$ cat src/rtl/lav_pkg.sv
// ----------------------------------------------------------------------------
// lav_pkg
// Shared constants and types for the look-at view matrix pipeline.
// ----------------------------------------------------------------------------
`default_nettype none

package lav_pkg;

  localparam int FRAC_BITS = 16;
  localparam int IN_W      = 32;

  // vector normalization
  localparam int NW       = FRAC_BITS + 34;
  localparam int MAG_W    = NW;
  localparam int SCL_W    = 30;
  localparam int SH_STEPS = 6;
  localparam int SQ_W     = 2 * SCL_W + 2;
  localparam int ROOT_W   = SCL_W + 1;
  localparam int Q_W      = FRAC_BITS + 1;
  localparam int NV_W     = Q_W + 1;
  localparam int NUM_W    = SCL_W + FRAC_BITS + 1;

  localparam int SQRT_LAT = ROOT_W;
  localparam int DIV_LAT  = Q_W;
  localparam int NORM_LAT = 1 + SH_STEPS + 2 + SQRT_LAT + 1 + DIV_LAT + 1;

  // products and dot terms
  localparam int U_W     = NV_W + 2;
  localparam int DOT_W   = U_W + IN_W + 4;
  localparam int ROUND_C = 1 << (FRAC_BITS - 1);

  localparam logic [IN_W-1:0] ONE_VAL  = IN_W'(1) << FRAC_BITS;
  localparam logic [1:0]      LAST_COL = 2'd3;

  typedef logic signed [NW-1:0]   nin_t;
  typedef logic signed [NV_W-1:0] nv_t;

  typedef struct packed {
    logic [2:0][NV_W-1:0] s;
    logic [2:0][U_W-1:0]  u;
    logic [2:0][NV_W-1:0] f;
    logic [2:0][IN_W-1:0] t;
  } mat_t;

endpackage

`default_nettype wire

$ cat src/rtl/lav_ser.sv
// ----------------------------------------------------------------------------
// lav_ser
// Output stage: holds one matrix and sends it as four column transactions.
// ----------------------------------------------------------------------------
`default_nettype none

module lav_ser import lav_pkg::*; (
  input  logic                   clk,
  input  logic                   rst_n,
  input  logic                   ld_valid,
  input  mat_t                   ld_mat,
  output logic                   ld_ready,
  output logic                   out_valid,
  input  logic                   out_stall,
  output logic [1:0]             out_column_index,
  output logic signed [IN_W-1:0] out_row_0,
  output logic signed [IN_W-1:0] out_row_1,
  output logic signed [IN_W-1:0] out_row_2,
  output logic signed [IN_W-1:0] out_row_3,
  output logic                   out_last
);

  logic       busy_r;
  logic [1:0] col_r;
  mat_t       mat_r;

  assign ld_ready = !busy_r || (col_r == LAST_COL && !out_stall);

  always_ff @(posedge clk) begin
    if (!rst_n) begin
      busy_r <= 1'b0;
      col_r  <= '0;
    end else if (ld_valid && ld_ready) begin
      busy_r <= 1'b1;
      col_r  <= '0;
    end else if (busy_r && !out_stall) begin
      if (col_r == LAST_COL) begin
        busy_r <= 1'b0;
      end
      col_r <= col_r + 2'd1;
    end
  end

  always_ff @(posedge clk) begin
    if (ld_valid && ld_ready) mat_r <= ld_mat;
  end

  always_comb begin
    out_valid        = busy_r;
    out_column_index = col_r;
    out_last         = (col_r == LAST_COL);
    if (col_r == LAST_COL) begin
      out_row_0 = signed'(mat_r.t[0]);
      out_row_1 = signed'(mat_r.t[1]);
      out_row_2 = signed'(mat_r.t[2]);
      out_row_3 = signed'(ONE_VAL);
    end else begin
      out_row_0 = IN_W'(signed'(mat_r.s[col_r]));
      out_row_1 = IN_W'(signed'(mat_r.u[col_r]));
      out_row_2 = -IN_W'(signed'(mat_r.f[col_r]));
      out_row_3 = '0;
    end
  end

endmodule

`default_nettype wire

$ cat config.mk
export PLATFORM = sky130hd
export DESIGN_NAME = lav_ser
export DESIGN_NICKNAME = d
export VERILOG_FILES = /design/src/rtl/lav_pkg.sv /design/src/rtl/lav_ser.sv
export SDC_FILE = /design/constraint.sdc
export NUM_CORES = 1
export LEC_CHECK = 0
export ABC_AREA = 1
export ABC_CLOCK_PERIOD_IN_PS = 10200
export BUFFER_PORTS_ARGS = -buffer_cell sky130_fd_sc_hd__clkbuf_2
export CAP_MARGIN = 20
export CORE_ASPECT_RATIO = 0.8
export CORE_MARGIN = 10
export CORE_UTILIZATION = 50
export DETAILED_ROUTE_END_ITERATION = 7
export MAX_ROUTING_LAYER = met4
export PLACE_DENSITY = 0.8
export SLEW_MARGIN = 20
export SYNTH_ARGS = -nofsm -noshare
export SYNTH_HDL_FRONTEND = slang
export SYNTH_SLANG_ARGS = --single-unit
$ cat constraint.sdc
create_clock -name clk -period 10.2 [get_ports clk]
set_input_delay 0.51 -clock clk [delete_from_list [all_inputs] [get_ports clk]]
set_output_delay 0.51 -clock clk [all_outputs]
set_load 0.005 [all_outputs]
==> results.toml, run 1 <==
[power_and_ir_drop]
internal-power_uw = 1920
peakVddDrop_mv = 0.143
seq_power_share_pct = 52.6
total_power_uw = 2490
p_leak_uw = 0.00609
combPwrFrac_pct = 9.6
clockPowerShare_pct = 37.9
p_sw_share_pct = 22.8
p_sw_uw = 568
p_per_area_nw_per_um2 = 175

[worst_setup_path]
path_max_fanout = 41
required_ns = 9.69
crit_path_end_kind = "output pin"
r2r_cells = 7
worstSetupPathType = "register to output pin"
critPathLaunchType = "register"
cp_data_arrival_time_ns = 4.40

[hold_path]
hold_path.class = "input port to register"
min_path_cells = 1

[timing]
timing.final.ws_setup_ns = 5.29
period_needed_ns = 4.91
slew_headroom_pct = 32.5
rsz0062_at_grt = "false"
final_max_slew_viol_count = 0
fin_setup_tns_ns = 0
min_period_over_period_pct = 48.2
setup_viol = 0
hold_violations = 0
clock_skew_ns = 0.00750
worst_pin_slew_ns = 1.01
fmax_mhz = 204

[yosys]
syn_avg_cell_area_um2 = 12.1
synth_top_area_share_pct = 69.7
async_flop_share_pct = 0
ys_types = 35
ys_ff_latch = 267
netlist_area_um2 = 11400
ys_warn_count = 0
yosys.area.top_type = "edfxtp_1"
synth-main-ff-cell = "edfxtp_1"
syn_inst = 937
yosysSeqAreaShare_pct = 70.2
synth_edf_count = 264
synth_area_leaders = "edfxtp_1 (70%), nand2_1 (6.9%), nor2_1 (4.2%)"

[grt]
use_met1_pct = 25.1
grt.total_usage_pct = 21.1
grt_first_pass_wirelength_um = 47400
grt_pass1_vias = 8476
grt_max_degree = 94
use_met3_pct = 5.92
met2_usage_pct = 34.8
grt_remaining_overflow = 0
antenna_found_initial = 3
busiest_layer = "met2"

[place]
place.gp.congestion = 0.862
dpl_worst_slack_ns = 5.80
dp_hpwl_um = 23100
place_area_um2 = 13300
port_buffers = 369

[cts]
clkTransAtPathRegs_ns = 0.06
postCtsSetupRepairBufs = 0
cts_resized = 0
numCtsBuffers = 27
clock_path_buffers = 3
cts_hold_buf = 0
clkSinkCount = 267
htree_levels = 1
cts_root_buf = "clkbuf_16"
cts_tree = "built"
clkLatencyLatePin_ns = 0.52

[flow_run]
maxCapViolations = 0

[floorplan]
die_h_um = 155
core_area_um2 = 22400
die_x_um = 189
initial_core_util_pct = 50.7
io_pins = 401
die-area_um2 = 29200
rows = 49

[finish]
area_delta_synth_final_pct = 24.6
drive_gt1_share_pct = 38.2
nets = 1568
finalInstanceArea_um2 = 14200
utilization_pct = 63.2

[route]
wire_per_inst_um = 19.2
drc = 0
drtIter0Drc = 643
vias = 8087
firstDrtPassIters = 4
routed_wl_um = 31200
viasPerCell = 4.97
ant_nets = 0

[status]
status = "finished clean"
-- power groups by stage --
stage               logic (uW)  clock network [uW]  registers, uW
global placement           235                   0           1330
finish                     238                 942           1310
global route               266                1010           1310
CTS                        241                 962           1310
detailed placement         239                   0           1330
floorplan                  124                   0           1340
-- metrics by stage --
stage | hold slack [ns] | cells
3_5_place_dp | 0.503 | 1575
2_1_floorplan | 0.496 | 967
4_1_cts | 0.130 | 1624
3_3_place_gp | 0.493 | 1575
6_report | 0.155 | 1627
5_1_grt | 0.130 | 1627
-- worst max-delay path, stage by stage (launching register included) --
cell      delay, ns
dfxtp_2        0.91
inv_2          0.47
nor2_4         0.68
buf_4          0.46
nand2_1        0.16
nand2_4        0.13
inv_1          0.06
ha_1           0.21
nand3_2        0.09
inv_2          0.06
nand2_2        0.10
nor2_8         0.07
nand2_1        0.07
nand2_1        0.06
o21ai_1        0.16
clkbuf_2       0.13
-- path summary, 6_finish.rpt --
| path | start | endpoint | slack, ns |
|---|---|---|---|
| worst max-delay path | out_column_index[1]$_SDFFE_PP0P_ | out_row_2[8] | 5.29 |
| worst min-delay path | ld_mat[240] | mat_r[240]$_DFFE_PP_ | 0.16 |
| worst max register to register | out_column_index[1]$_SDFFE_PP0P_ | mat_r[212]$_DFFE_PP_ | 5.99 |
| worst min register to register | out_valid$_SDFFE_PN0P_ | out_column_index[1]$_SDFFE_PP0P_ | 0.51 |
-- cell usage in the layout, fill, tap and decap left out, types with 11 or more instances in the layout --
cell type / count
a31oi_1: 37
clkbuf_16: 27
clkbuf_2: 369
conb_1: 31
edfxtp_1: 264
inv_1: 47
nand2_1: 209
nand2_2: 34
nand2_4: 11
nand3_1: 26
nor2_1: 127
o21ai_0: 45
-- per-layer routing --
metal	vias to the layer above	part of all wire, %	routed length, um
met3	56	9.4	2940
met2	406	49	15300
met5	-	0	0
met1	3759	39	12100
met4	0	2.7	840
li1	3866	-	-
-- cell usage after synthesis, drive strengths merged, types with 2 or more instances --
cell type / instances
edfxtp: 264
nand2: 255
nor2: 144
inv: 55
buf: 52
o21ai: 50
a31oi: 38
nand3: 37
clkbuf: 21
a21oi: 5
dfxtp: 3
ha: 2
nand3b: 2
or2: 2
xor2: 2
-- sequential cells by signal, summed over array words and instances, names as in the netlist --
signal,flops
mat_r,264
out_column_index,2
out_valid,1
-- kinds of logic (layout without fill, tap and decap cells) --
kind of cell             Yosys count  in the layout  synth area share, %
flip-flops                       267            267                 70.2
adder cells (fa/ha/maj)            2              2                0.220
XOR/XNOR                           2              2                0.154
AO/OA/AOI/OAI                     95             95                 4.70
AND/OR/NAND/NOR                  441            441                 18.8
buffers and inverters            129            480                 5.86
other                              1             34               0.0330
-- layout make-up --
type                            count  area, um2
Fill cell                        1718       8260
Sequential cell                   267       7990
Multi-Input combinational cell    571       2840
Timing Repair Buffer              375       1900
Clock buffer                       31        691
Tap cell                          306        383
Inverter                           56        218
Clock inverter                     18        159
Antenna cell                        3       7.51
Power figures use the tool's default switching activity.
==> run 2: changes to the inputs <==
--- a/config.mk
+++ b/config.mk
@@ -6,7 +6,7 @@
 export NUM_CORES = 1
 export LEC_CHECK = 0
 export ABC_AREA = 1
-export ABC_CLOCK_PERIOD_IN_PS = 10200
+export ABC_CLOCK_PERIOD_IN_PS = 5100
 export BUFFER_PORTS_ARGS = -buffer_cell sky130_fd_sc_hd__clkbuf_2
 export CAP_MARGIN = 20
 export CORE_ASPECT_RATIO = 0.8
==> constraint.sdc (replaced) <==
create_clock -name clk -period 5.1 [get_ports clk]
set_input_delay 0.255 -clock clk [delete_from_list [all_inputs] [get_ports clk]]
set_output_delay 0.255 -clock clk [all_outputs]
set_load 0.005 [all_outputs]
==> run 2 against run 1 <==
Compared with the run above: sequential cell count unchanged; hold slack got worse by 0.073 ns; power increased by 110%; first-iteration DRC count increased by 62%; die area unchanged; critical path type unchanged.
==> results.toml, run 2 (synthesis results as in run 1) <==
[power_and_ir_drop]
peakVddDrop_mv = 0.249
internal-power_uw = 3940
total_power_uw = 5190
combPwrFrac_pct = 13.3
p_per_area_nw_per_um2 = 307
p_sw_uw = 1250
p_sw_share_pct = 24.0
seq_power_share_pct = 50.7
clockPowerShare_pct = 36.1
p_leak_uw = 0.00725

[cts]
cts_root_buf = "clkbuf_16"
clkLatencyLatePin_ns = 0.53
clkSinkCount = 267
htree_levels = 1
clkTransAtPathRegs_ns = 0.06
postCtsSetupRepairBufs = 0
numCtsBuffers = 26
clock_path_buffers = 3
cts_resized = 0
cts_tree = "built"

[finish]
utilization_pct = 75.4
largest_reg_flops = 264
layout_commonest_cell = "clkbuf_2"
regMostFlops = "mat_r"
nets = 1839
area_delta_synth_final_pct = 48.7
final_cell_mix = "clkbuf_2 (369), dlygate4sd3_1 (265), edfxtp_1 (264)"
drive_gt1_share_pct = 31.9

[floorplan]
io_pins = 401
die-area_um2 = 29200
die_h_um = 155
initial_core_util_pct = 50.7
rows = 49
core_area_um2 = 22400
die_x_um = 189

[grt]
busiest_layer = "met2"
grt_remaining_overflow = 0
use_met3_pct = 7.04
met2_usage_pct = 46.5
grt_pass1_vias = 10500
grt.total_usage_pct = 27.7
antenna_found_initial = 9
grt_first_pass_wirelength_um = 61400
use_met1_pct = 31.5
grt_max_degree = 79

[route]
firstDrtPassIters = 5
routed_wl_um = 41100
wire_per_inst_um = 21.6
drtIter0Drc = 1040
vias = 9940
viasPerCell = 5.22
ant_nets = 0
drc = 0

[timing]
setup_viol = 0
clock_skew_ns = 0.00821
period_needed_ns = 3.33
final_max_slew_viol_count = 0
timing.final.ws_setup_ns = 1.77
rsz0062_at_grt = "false"
worst_pin_slew_ns = 0.996
fin_setup_tns_ns = 0
min_period_over_period_pct = 65.3
slew_headroom_pct = 33.4
fmax_mhz = 300
hold_violations = 0

[status]
status = "finished clean"

[worst_setup_path]
critPathLaunchType = "register"
worstSetupPathType = "register to output pin"
r2r_cells = 7
crit_path_top_delay_cell = "dfxtp_4"
crit_path_end_kind = "output pin"
path_cells = "inv_2 > buf_4 > nand2_1 > nand3_1 > nand2_2 > nor2_1 > nand2_1 > nor2_1 > nand2_1 > nand2_1 > nand3_1 > nand2_1 > clkbuf_2"
critical-path-max-stage-delay_ns = 0.48
rrSetupSlack_ns = 2.06
cp_data_arrival_time_ns = 3.08
cpMostUsedCell = "nand2_1"
path_max_fanout = 31
reg2reg_to = "mat_r[71]$_DFFE_PP_"
timing.rr.start = "out_column_index[1]$_SDFFE_PP0P_"
required_ns = 4.85

[hold_path]
min-delay-start = "ld_valid"
min_path_cells = 3
hold_path.class = "input port to register"
hold_end = "out_valid$_SDFFE_PN0P_"

[place]
dpl_worst_slack_ns = 2.09
port_buffers = 369
place.gp.congestion = 0.870
dp_hpwl_um = 23300

[flow_run]
maxCapViolations = 0
run 2: worst max-delay path by stage:
stage,start,endpoint,slack (ns),cells past startpoint
final,out_column_index[0]$_SDFFE_PP0P_,out_row_2[13],1.77,13
after global placement,out_column_index[1]$_SDFFE_PP0P_,mat_r[88]$_DFFE_PP_,2.16,7
after global routing,out_column_index[0]$_SDFFE_PP0P_,out_row_2[13],1.51,13
after floorplan,out_column_index[0]$_SDFFE_PP0P_,mat_r[0]$_DFFE_PP_,-0.04,5
after detailed placement,out_column_index[1]$_SDFFE_PP0P_,mat_r[148]$_DFFE_PP_,2.09,7
after CTS,out_column_index[0]$_SDFFE_PP0P_,out_row_2[13],1.80,13
run 2: what timing repair did:
action                                  CTS  global route
endpoints found under the hold margin   267             0
endpoints found under the setup margin    0             0
hold buffers                            265             0
run 2: layout make-up:
class | count | area, um2
clock buffer | 31 | 669
clock inverter | 16 | 133
timing repair buffer | 647 | 4630
fill | 1285 | 5520
sequential | 267 | 7990
multi-input combinational | 571 | 2860
inverter | 56 | 219
antenna | 10 | 25.0
tap | 306 | 383
run 2: power groups by stage:
stage | clock, uW | combinational (uW) | sequential, uW
after global placement | 0 | 478 | 2660
after global routing | 1970 | 738 | 2640
final | 1870 | 689 | 2630
after floorplan | 0 | 249 | 2670
after detailed placement | 0 | 489 | 2660
after CTS | 1850 | 657 | 2620
run 2: worst max-delay path: cells and delay by family, from the launching register on:
| kind | cells | cell delay, ns |
|---|---|---|
| and+or+nand+nor | 10 | 1.02 |
| buffers and inverters | 3 | 1.00 |
| DFF | 1 | 0.48 |
run 2: stage by stage:
stage / hold WS [ns] / std cells / cell area, um2
2_1_floorplan: 0.354 / 967 / 11500
3_3_place_gp: 0.433 / 1582 / 13400
3_5_place_dp: 0.434 / 1582 / 13400
4_1_cts: 0.0608 / 1894 / 16900
5_1_grt: 0.0649 / 1904 / 16900
6_report: 0.0819 / 1904 / 16900
run 2: routing by layer:
| layer | share of wire [%] | routed length [um] |
|---|---|---|
| met1 | 35 | 14600 |
| met2 | 50 | 20500 |
| met3 | 10 | 4260 |
| met5 | 0 | 0 |
| met4 | 4.2 | 1750 |
==> run 3: changes to the inputs <==
--- a/config.mk
+++ b/config.mk
@@ -6,7 +6,7 @@
 export NUM_CORES = 1
 export LEC_CHECK = 0
 export ABC_AREA = 1
-export ABC_CLOCK_PERIOD_IN_PS = 5100
+export ABC_CLOCK_PERIOD_IN_PS = 3100
 export BUFFER_PORTS_ARGS = -buffer_cell sky130_fd_sc_hd__clkbuf_2
 export CAP_MARGIN = 20
 export CORE_ASPECT_RATIO = 0.8
==> constraint.sdc (replaced) <==
create_clock -name clk -period 3.1 [get_ports clk]
set_input_delay 0.155 -clock clk [delete_from_list [all_inputs] [get_ports clk]]
set_output_delay 0.155 -clock clk [all_outputs]
set_load 0.005 [all_outputs]
==> run 3 against run 2 <==
Compared with the run above: clock power increased by 63%; clock skew rose by 0.0040 ns; critical path depth unchanged; routed wire length up 0.93%; register-to-register slack worse by 1.3 ns; via count rose by 1.4%; die area did not move; largest cell class unchanged; highest routed layer unchanged.
==> results.toml, run 3 (synthesis results as in run 1) <==
[timing]
rsz0062_at_grt = "false"
worst_pin_slew_ns = 0.780
final_max_slew_viol_count = 0
timing.final.ws_setup_ns = 0.191
clock_skew_ns = 0.0122
period_needed_ns = 2.91
hold_violations = 0
slew_headroom_pct = 48.0
min_period_over_period_pct = 93.9
fmax_mhz = 344
setup_viol = 0
timing.hold.ws_ns = 0.328

[place]
port_buffers = 369
dp_hpwl_um = 23600
dpl_worst_slack_ns = 0.724
place.gp.congestion = 0.928

[worst_setup_path]
rrSetupSlack_ns = 0.76
r2r_cells = 6
timing.rr.start = "out_column_index[0]$_SDFFE_PP0P_"
cp_data_arrival_time_ns = 2.75
path_max_fanout = 27
critPathLaunchType = "register"
crit_path_end_kind = "output pin"
required_ns = 2.94
worstSetupPathType = "register to output pin"
reg2reg_to = "mat_r[113]$_DFFE_PP_"

[finish]
final.fill_count = 1267
layout_commonest_cell = "clkbuf_2"
nets = 1845
final_cell_mix = "clkbuf_2 (369), dlygate4sd3_1 (268), edfxtp_1 (264)"
largest_reg_flops = 264
drive_gt1_share_pct = 32.3
utilization_pct = 75.6
area_delta_synth_final_pct = 49.1
regMostFlops = "mat_r"

[cts]
clkLatencyLatePin_ns = 0.54
clkTransAtPathRegs_ns = 0.07
clkSinkCount = 267
cts_tree = "built"
numCtsBuffers = 25
clock_path_buffers = 3
postCtsSetupRepairBufs = 0
htree_levels = 1
cts_root_buf = "clkbuf_16"

[route]
wire_per_inst_um = 21.8
viasPerCell = 5.29
routed_wl_um = 41500
drc = 0
ant_nets = 0
drtIter0Drc = 1169
vias = 10100
firstDrtPassIters = 5

[grt]
grt.total_usage_pct = 28.1
grt_max_degree = 70
antenna_found_initial = 7
grt_first_pass_wirelength_um = 62500
grt_pass1_vias = 10700
grt_remaining_overflow = 0

[hold_path]
hold_end = "mat_r[15]$_DFFE_PP_"
min_path_cells = 2
hold_path.class = "input port to register"
min-delay-start = "ld_mat[15]"

[floorplan]
initial_core_util_pct = 50.7
die_x_um = 189
io_pins = 401
rows = 49
core_area_um2 = 22400
die_h_um = 155
die-area_um2 = 29200

[flow_run]
maxCapViolations = 0

[power_and_ir_drop]
peakVddDrop_mv = 0.534
p_per_area_nw_per_um2 = 502
p_leak_uw = 0.00727

[status]
status = "finished clean"
==> run 3: cell types whose count changed in the layout (fill, tap and decap cells not counted), moves of 3 or more <==
| cell | delta |
|---|---|
| buf_4 | +4 |
| clkinvlp_4 | +3 |
| diode_2 | -3 |
| dlygate4sd3_1 | +3 |
==> run 3: where the power goes <==
part / total, uW / internal [uW] / switching (uW)
Clock: 3040 / 1660 / 1380
Combinational: 1150 / 543 / 602
Sequential: 4320 / 4240 / 85.4
Total: 8510 / 6440 / 2070
==> run 3: how the worst max path moves through the flow <==
stage / startpoint / to / slack [ns] / cells after the start
4_1_cts: out_column_index[0]$_SDFFE_PP0P_ / out_row_0[30] / 0.15 / 8
3_3_place_gp: out_column_index[0]$_SDFFE_PP0P_ / out_row_1[31] / 0.78 / 8
3_5_place_dp: out_column_index[0]$_SDFFE_PP0P_ / out_row_0[21] / 0.72 / 8
6_report: out_column_index[0]$_SDFFE_PP0P_ / out_row_2[6] / 0.19 / 13
5_1_grt: out_column_index[0]$_SDFFE_PP0P_ / out_row_2[6] / 0.007 / 13
2_1_floorplan: out_column_index[0]$_SDFFE_PP0P_ / mat_r[0]$_DFFE_PP_ / -2.04 / 5
==> run 3: repair_timing <==
item | CTS | global route
hold buffers | 268 | 0
hold endpoints to repair | 267 | 0
setup endpoints to repair | 0 | 46
resized for setup | 0 | 5
==> run 3: area by class of cell <==
type                            count  area, um2  share of cell area (%)
Antenna cell                        7       17.5                   0.103
Tap cell                          306        383                    2.26
Timing Repair Buffer              654       4690                    27.7
Clock buffer                       28        637                    3.75
Sequential cell                   267       7990                    47.1
Clock inverter                     17        151                   0.893
Multi-Input combinational cell    571       2860                    16.9
Inverter                           56        224                    1.32
==> run 3: critical path, cell delays in order, from the launching register on <==
cell,delay [ns]
dfxtp_4,0.48
inv_4,0.23
nand2_1,0.07
nand3_1,0.07
o21ai_1,0.07
inv_2,0.13
ha_1,0.20
nand3_2,0.10
nor2_1,0.19
nand2_1,0.15
inv_2,0.10
nand2_1,0.06
a31oi_1,0.20
clkbuf_2,0.17
==> run 3: routing by layer <==
| layer | global-route usage, % | share of wire [%] | wire length (um) |
|---|---|---|---|
| met5 | - | 0 | 0 |
| met4 | 10.1 | 4.0 | 1650 |
| met3 | 7.46 | 12 | 4780 |
| met2 | 47.4 | 50 | 20900 |
| met1 | 31.9 | 34 | 14200 |
==> run 3: stage by stage <==
step / cell area [um2] / setup TNS [ns] / power, uW / cells
after floorplan: 11500 / -538.94 / 4800 / 967
after global placement: 13500 / 0 / 5150 / 1586
after detailed placement: 13500 / 0 / 5180 / 1586
after CTS: 16900 / 0 / 8400 / 1899
after global routing: 17000 / 0 / 8750 / 1906
final: 17000 / 0 / 8510 / 1906
